## src/rtl/life_automaton_torus_top_macros.svh

```systemverilog
// Assertion macros for the life automaton top level.
// Each macro checks on the rising edge of clk and is disabled while rst_n is low.
`ifndef LIFE_AUTOMATON_TORUS_TOP_MACROS_SVH
`define LIFE_AUTOMATON_TORUS_TOP_MACROS_SVH

`ifndef SYNTH

// Same-cycle implication
`define LAT_ASSERT_IMPL(label, ante, cons) \
  label: assert property (@(posedge clk) disable iff (!rst_n) (ante) |-> (cons)) \
    else $error("lat assertion failed");

// Next-cycle implication
`define LAT_ASSERT_NEXT(label, ante, cons) \
  label: assert property (@(posedge clk) disable iff (!rst_n) (ante) |=> (cons)) \
    else $error("lat assertion failed");

`else

`define LAT_ASSERT_IMPL(label, ante, cons)
`define LAT_ASSERT_NEXT(label, ante, cons)

`endif

`endif

```

## src/rtl/lat_pkg.sv

```systemverilog
package lat_pkg;

  // Field widths of a command and of the size registers
  localparam int unsigned ACT_W  = 3;
  localparam int unsigned COL_W  = 6;
  localparam int unsigned ROW_W  = 6;
  localparam int unsigned SIZE_W = 7;

  // Command codes
  localparam logic [ACT_W-1:0] ACT_SET     = 3'd0;
  localparam logic [ACT_W-1:0] ACT_CLEAR   = 3'd1;
  localparam logic [ACT_W-1:0] ACT_ADVANCE = 3'd2;
  localparam logic [ACT_W-1:0] ACT_WIPE    = 3'd3;
  localparam logic [ACT_W-1:0] ACT_READ    = 3'd4;

  // Register indexes
  localparam logic REG_COLS = 1'b0;
  localparam logic REG_ROWS = 1'b1;

  // B3/S23 neighbour counts
  localparam logic [3:0] BIRTH_CNT = 4'd3;
  localparam logic [3:0] SURV_CNT  = 4'd2;

endpackage

```

## src/rtl/lat_row_unit.sv

```systemverilog
module lat_row_unit #(
  parameter int unsigned WIDTH = 64
) (
  input  logic [WIDTH-1:0]             up_row,
  input  logic [WIDTH-1:0]             mid_row,
  input  logic [WIDTH-1:0]             dn_row,
  input  logic [lat_pkg::SIZE_W-1:0]   ncols,
  output logic [WIDTH-1:0]             nxt_row
);
  import lat_pkg::*;

  localparam int unsigned CW = (WIDTH > 1) ? $clog2(WIDTH) : 1;

  logic [CW-1:0] last_col;
  logic          up_last;
  logic          mid_last;
  logic          dn_last;

  // Wrapped left neighbours of column 0 come from the last column in use
  assign last_col = CW'(ncols - SIZE_W'(1));
  assign up_last  = up_row[last_col];
  assign mid_last = mid_row[last_col];
  assign dn_last  = dn_row[last_col];

  // One neighbour count and rule per column, all columns of the row at once
  for (genvar c = 0; c < WIDTH; c++) begin : g_col
    logic       l_up, l_mid, l_dn;
    logic       r_up, r_mid, r_dn;
    logic       active;
    logic       is_last;
    logic       alive;
    logic [3:0] cnt;

    assign active  = (32'(ncols) > c);
    assign is_last = (32'(ncols) == (c + 1));

    if (c == 0) begin : g_left_wrap
      assign l_up  = up_last;
      assign l_mid = mid_last;
      assign l_dn  = dn_last;
    end else begin : g_left
      assign l_up  = up_row[c-1];
      assign l_mid = mid_row[c-1];
      assign l_dn  = dn_row[c-1];
    end

    if (c == WIDTH - 1) begin : g_right_wrap
      assign r_up  = up_row[0];
      assign r_mid = mid_row[0];
      assign r_dn  = dn_row[0];
    end else begin : g_right
      assign r_up  = is_last ? up_row[0]  : up_row[c+1];
      assign r_mid = is_last ? mid_row[0] : mid_row[c+1];
      assign r_dn  = is_last ? dn_row[0]  : dn_row[c+1];
    end

    assign cnt = 4'(l_up) + 4'(up_row[c]) + 4'(r_up) + 4'(l_mid) + 4'(r_mid)
               + 4'(l_dn) + 4'(dn_row[c]) + 4'(r_dn);

    assign alive = (cnt == BIRTH_CNT) || (mid_row[c] && (cnt == SURV_CNT));

    // Columns beyond the grid in use keep their contents
    assign nxt_row[c] = active ? alive : mid_row[c];
  end

endmodule

```

## config.mk

```make
export PLATFORM = sky130hd
export DESIGN_NAME = lat_row_unit
export DESIGN_NICKNAME = d
export VERILOG_FILES = /design/src/rtl/life_automaton_torus_top_macros.svh /design/src/rtl/lat_pkg.sv /design/src/rtl/lat_row_unit.sv
export SDC_FILE = /design/constraint.sdc
export NUM_CORES = 1
export LEC_CHECK = 0
export BUFFER_PORTS_ARGS = -buffer_cell sky130_fd_sc_hd__clkbuf_2
export CORE_MARGIN = 2
export CORE_UTILIZATION = 37
export DETAILED_ROUTE_END_ITERATION = 12
export SLEW_MARGIN = 30
export SYNTH_ARGS = -nofsm -noshare
export SYNTH_HDL_FRONTEND = slang
export SYNTH_SLANG_ARGS = --single-unit
```

## constraint.sdc

```tcl
create_clock -name vclk -period 7.88
set_input_delay 0.394 -clock vclk [all_inputs]
set_output_delay 0.394 -clock vclk [all_outputs]
set_load 0.02 [all_outputs]
```

==> report_table.html <==
<table>
<tr><th>Metric</th><th>Value</th></tr>
<tr><th colspan="2">Setup path</th></tr>
<tr><td>Data arrival time at the worst-slack endpoint</td><td>6080 ps</td></tr>
<tr><td>CP Cell Sequence</td><td>buf_2, inv_2, ha_2, mux2i_1, mux4_2, a21boi_0, or4_1, a22oi_2, fa_1, inv_1, fa_1, fa_1, inv_1, ha_1, fa_1, o21ai_0, nand2_1, a21oi_1, clkbuf_2</td></tr>
<tr><td>CP Max Fanout</td><td>34</td></tr>
<tr><td>Launch point of the worst path</td><td>ncols[0]</td></tr>
<tr><td>Worst setup EP type</td><td>output port</td></tr>
<tr><td>Class of the most critical setup path</td><td>in2out</td></tr>
<tr><td>CP Launch Type</td><td>primary input</td></tr>
<tr><td>Worst path most repeated cell</td><td>fa_1</td></tr>
<tr><td>Largest stage delay on the critical path</td><td>between 900 and 1000 ps</td></tr>
<tr><td>Critical path data required time</td><td>~7500 ps</td></tr>
<tr><td>Critical-path top delay cell</td><td>ha_2</td></tr>
<tr><th colspan="2">Placed design</th></tr>
<tr><td>Placed wire-length estimate</td><td>46500 um</td></tr>
<tr><td>Number of port buffers</td><td>about 260</td></tr>
<tr><td>Last weighted congestion value of the routability-driven placer</td><td>approximately 0.95</td></tr>
<tr><th colspan="2">Yosys</th></tr>
<tr><td>Avg Cell Area, Syn</td><td>about 9 um^2</td></tr>
<tr><td>Post-Synthesis Net Count</td><td>around 2300</td></tr>
<tr><td>Cell count after synthesis</td><td>roughly 1700</td></tr>
<tr><td>Distinct cell type count after synthesis</td><td>54</td></tr>
<tr><td>Top cells by instance count after synthesis</td><td>fa_1, inv_1, ha_1, a21oi_1, nand2_1</td></tr>
<tr><td>Most frequent cell after synthesis</td><td>fa_1</td></tr>
<tr><td>Seq/Total Area, Yosys</td><td>0</td></tr>
<tr><td>Netlist area before placement</td><td>15000 um^2</td></tr>
<tr><td>Top cell type by total area after synthesis</td><td>fa_1</td></tr>
<tr><td>Area share of the largest cell type after synthesis</td><td>0.341</td></tr>
<tr><td>Main area contributors after synthesis</td><td>fa_1, ha_1, mux2i_1</td></tr>
<tr><td>Yosys warning count</td><td>0</td></tr>
<tr><th colspan="2">STA</th></tr>
<tr><td>Fin crit share</td><td>0.821</td></tr>
<tr><td>Slew @ Worst Pin</td><td>just under 1000 ps</td></tr>
<tr><td>Setup tns final</td><td>0 ps</td></tr>
<tr><td>Number of failing hold endpoints at the final stage</td><td>0</td></tr>
<tr><td>Relative slew margins</td><td>0.332</td></tr>
<tr><td>Fmax achieved</td><td>roughly 150 MHz</td></tr>
<tr><td>Final Hold Slack</td><td>1240 ps</td></tr>
<tr><td>Final setup violating endpoints</td><td>0</td></tr>
<tr><td>Setup repair after global routing missed its margin</td><td>false</td></tr>
<tr><td>Shortest clock period the worst path allows after layout</td><td>about 6500 ps</td></tr>
<tr><td>Number of pins with negative max-slew slack in the final report</td><td>0</td></tr>
<tr><th colspan="2">Routing</th></tr>
<tr><td>Via-per-instance ratio</td><td>~5.8</td></tr>
<tr><td>Number of remaining DRC errors</td><td>0</td></tr>
<tr><td>DRC marker count from the first detailed-route iteration</td><td>1167</td></tr>
<tr><td>Post-Route WL</td><td>about 55000 um</td></tr>
<tr><td>WL/cell</td><td>22.9 um</td></tr>
<tr><td>Via count of the routed design</td><td>between 10000 and 15000</td></tr>
<tr><td>Detailed-routing iteration count for the pre-antenna-repair pass</td><td>5</td></tr>
<tr><td>Final antenna-violating net count</td><td>0</td></tr>
<tr><th colspan="2">Floorplanning</th></tr>
<tr><td>Effective utilization at floorplan</td><td>0.377</td></tr>
<tr><td>FP Rows</td><td>between 70 and 80</td></tr>
<tr><td>Core footprint</td><td>39900 um^2</td></tr>
<tr><td>Overall die height</td><td>~200 um</td></tr>
<tr><td>Die area</td><td>between 40000 and 50000 um^2</td></tr>
<tr><td>Horizontal die dimension</td><td>206 um</td></tr>
<tr><td>Boundary Pins</td><td>about 260</td></tr>
<tr><th colspan="2">Layout</th></tr>
<tr><td>Final Util</td><td>0.423</td></tr>
<tr><td>Area growth from synthesis to final layout</td><td>12.2%</td></tr>
<tr><td># clk buffers</td><td>0</td></tr>
<tr><td>Register Area</td><td>0 um^2</td></tr>
<tr><td>Post-layout net count</td><td>roughly 2500</td></tr>
<tr><td>Count of flip-flops and latches</td><td>0</td></tr>
<tr><td>Fraction of layout cells with a size suffix above 1</td><td>0.195</td></tr>
<tr><th colspan="2">Worst hold path</th></tr>
<tr><td>Number of cells on the worst hold path</td><td>4</td></tr>
<tr><td>Worst hold path endpoint</td><td>nxt_row[58]</td></tr>
<tr><td>Hold Crit Start</td><td>mid_row[58]</td></tr>
<tr><td>Worst min-delay path class</td><td>in2out</td></tr>
<tr><th colspan="2">GRT</th></tr>
<tr><td>GRT Resource Usage Total</td><td>0.263</td></tr>
<tr><td>First-pass GRT wire length</td><td>~85000 um</td></tr>
<tr><td>Antenna violations before repair</td><td>8</td></tr>
<tr><td>Pin count of the biggest net entering global routing</td><td>61</td></tr>
<tr><td>Number of global-route vias before repair</td><td>approximately 14000</td></tr>
<tr><td>Sum of overflow across all layers after global routing</td><td>0</td></tr>
<tr><th colspan="2">Pwr</th></tr>
<tr><td>Worst VDD drop</td><td>~86 uV</td></tr>
<tr><td>Power Density</td><td>125 nW/um^2</td></tr>
<tr><td>Leakage power total</td><td>between 8 and 9 nW</td></tr>
<tr><th colspan="2">Clocking</th></tr>
<tr><td>Hold buffer count at CTS</td><td>0</td></tr>
<tr><td>Postcts setup bufs</td><td>0</td></tr>
<tr><td>Post-CTS resize count</td><td>0</td></tr>
<tr><th colspan="2">Status</th></tr>
<tr><td>Result of the run</td><td>completed</td></tr>
<tr><th colspan="2">Run</th></tr>
<tr><td>Number of max-cap violations</td><td>0</td></tr>
</table>
## kinds of logic (layout without fill, tap and decap cells)
kind of cell    Yosys count  in the layout  share of synthesized area
compound gates          375            375                      0.135
xor+xnor                  4              4                    0.00408
fa+ha+maj               452            452                      0.504
buf+inv                 270            487                     0.0700
mux                     225            225                      0.193
other cells               0              8                          0
simple gates            326            326                     0.0943
## worst max path at each step
| stage | end | slack, ps |
|---|---|---|
| floorplan | nxt_row[0] | 1820 |
| global placement | nxt_row[0] | 1480 |
| detailed placement | nxt_row[0] | 1420 |
| CTS | nxt_row[0] | 1430 |
| global route | nxt_row[0] | 1000 |
| finish | nxt_row[0] | 1410 |
## routing by layer
metal | vias to the layer above | share of wire | GRT usage | wire, um
met1 | 6960 | 0.41 | 0.353 | 22600
li1 | 6217 | - | - | -
met3 | 105 | 0.077 | 0.0390 | 4220
met2 | 608 | 0.48 | 0.438 | 26400
met5 | - | 0.00024 | 0 | 13
met4 | 2 | 0.033 | 0.0763 | 1840
## layout by cell type (no fill, tap or decap), types with 2 or more instances in the layout
cell / netlist / routed
xnor2_1: 2 / 2
o211ai_1: 2 / 2
nand2_1: 157 / 157
diode_2: 0 / 8
and2_1: 3 / 3
o21ai_0: 128 / 128
nand3_1: 91 / 91
a21o_1: 12 / 12
nor3_1: 8 / 8
o32a_1: 2 / 2
mux2i_1: 141 / 141
a21oi_1: 186 / 186
o21bai_1: 2 / 2
or2_2: 3 / 3
nand2b_1: 5 / 5
mux4_2: 40 / 40
mux4_1: 6 / 6
a221oi_1: 4 / 4
inv_1: 208 / 207
o31ai_1: 4 / 4
clkbuf_2: 0 / 262
ha_1: 196 / 195
inv_2: 1 / 2
mux2_2: 37 / 37
fa_1: 256 / 256
and2_0: 2 / 2
buf_4: 4 / 15
nand3b_1: 2 / 2
or3_1: 2 / 2
a31oi_1: 24 / 24
nor2_1: 46 / 46
## stage by stage
step | worst slack (ps) | instance area (um^2) | power [W] | instances
2_1_floorplan | 1820 | 15000 | 0.00147 | 1652
3_3_place_gp | 1480 | 16900 | 0.00202 | 2394
3_5_place_dp | 1420 | 16900 | 0.00211 | 2394
4_1_cts | 1430 | 16900 | 0.00212 | 2394
5_1_grt | 997 | 16900 | 0.00243 | 2399
6_report | 1410 | 16900 | 0.00211 | 2402
## worst max-delay path: cells and delay by family
kind / cells / cell delay (ps)
muxes: 2 / 700
AOI/OAI and AO/OA: 4 / 700
and+or+nand+nor: 2 / 610
adders and majority gates: 6 / 2990
buffers and inverters: 5 / 650
## area by class of cell
type / count / area (um^2)
fill: 4067 / 23000
tap: 525 / 657
antenna: 8 / 20.0
multi-input combinational: 1382 / 14000
inverter: 209 / 785
timing repair buffer: 278 / 1430
## power by group
part,total [W],internal (W),leakage [nW],switching (W)
logic,0.00211,0.000854,8.32,0.00126
clock network,0.000000000136,0.000000000136,0.0000507,0
registers,0,0,0,0
total,0.00211,0.000854,8.32,0.00126
(Power assumes the default switching activity.)
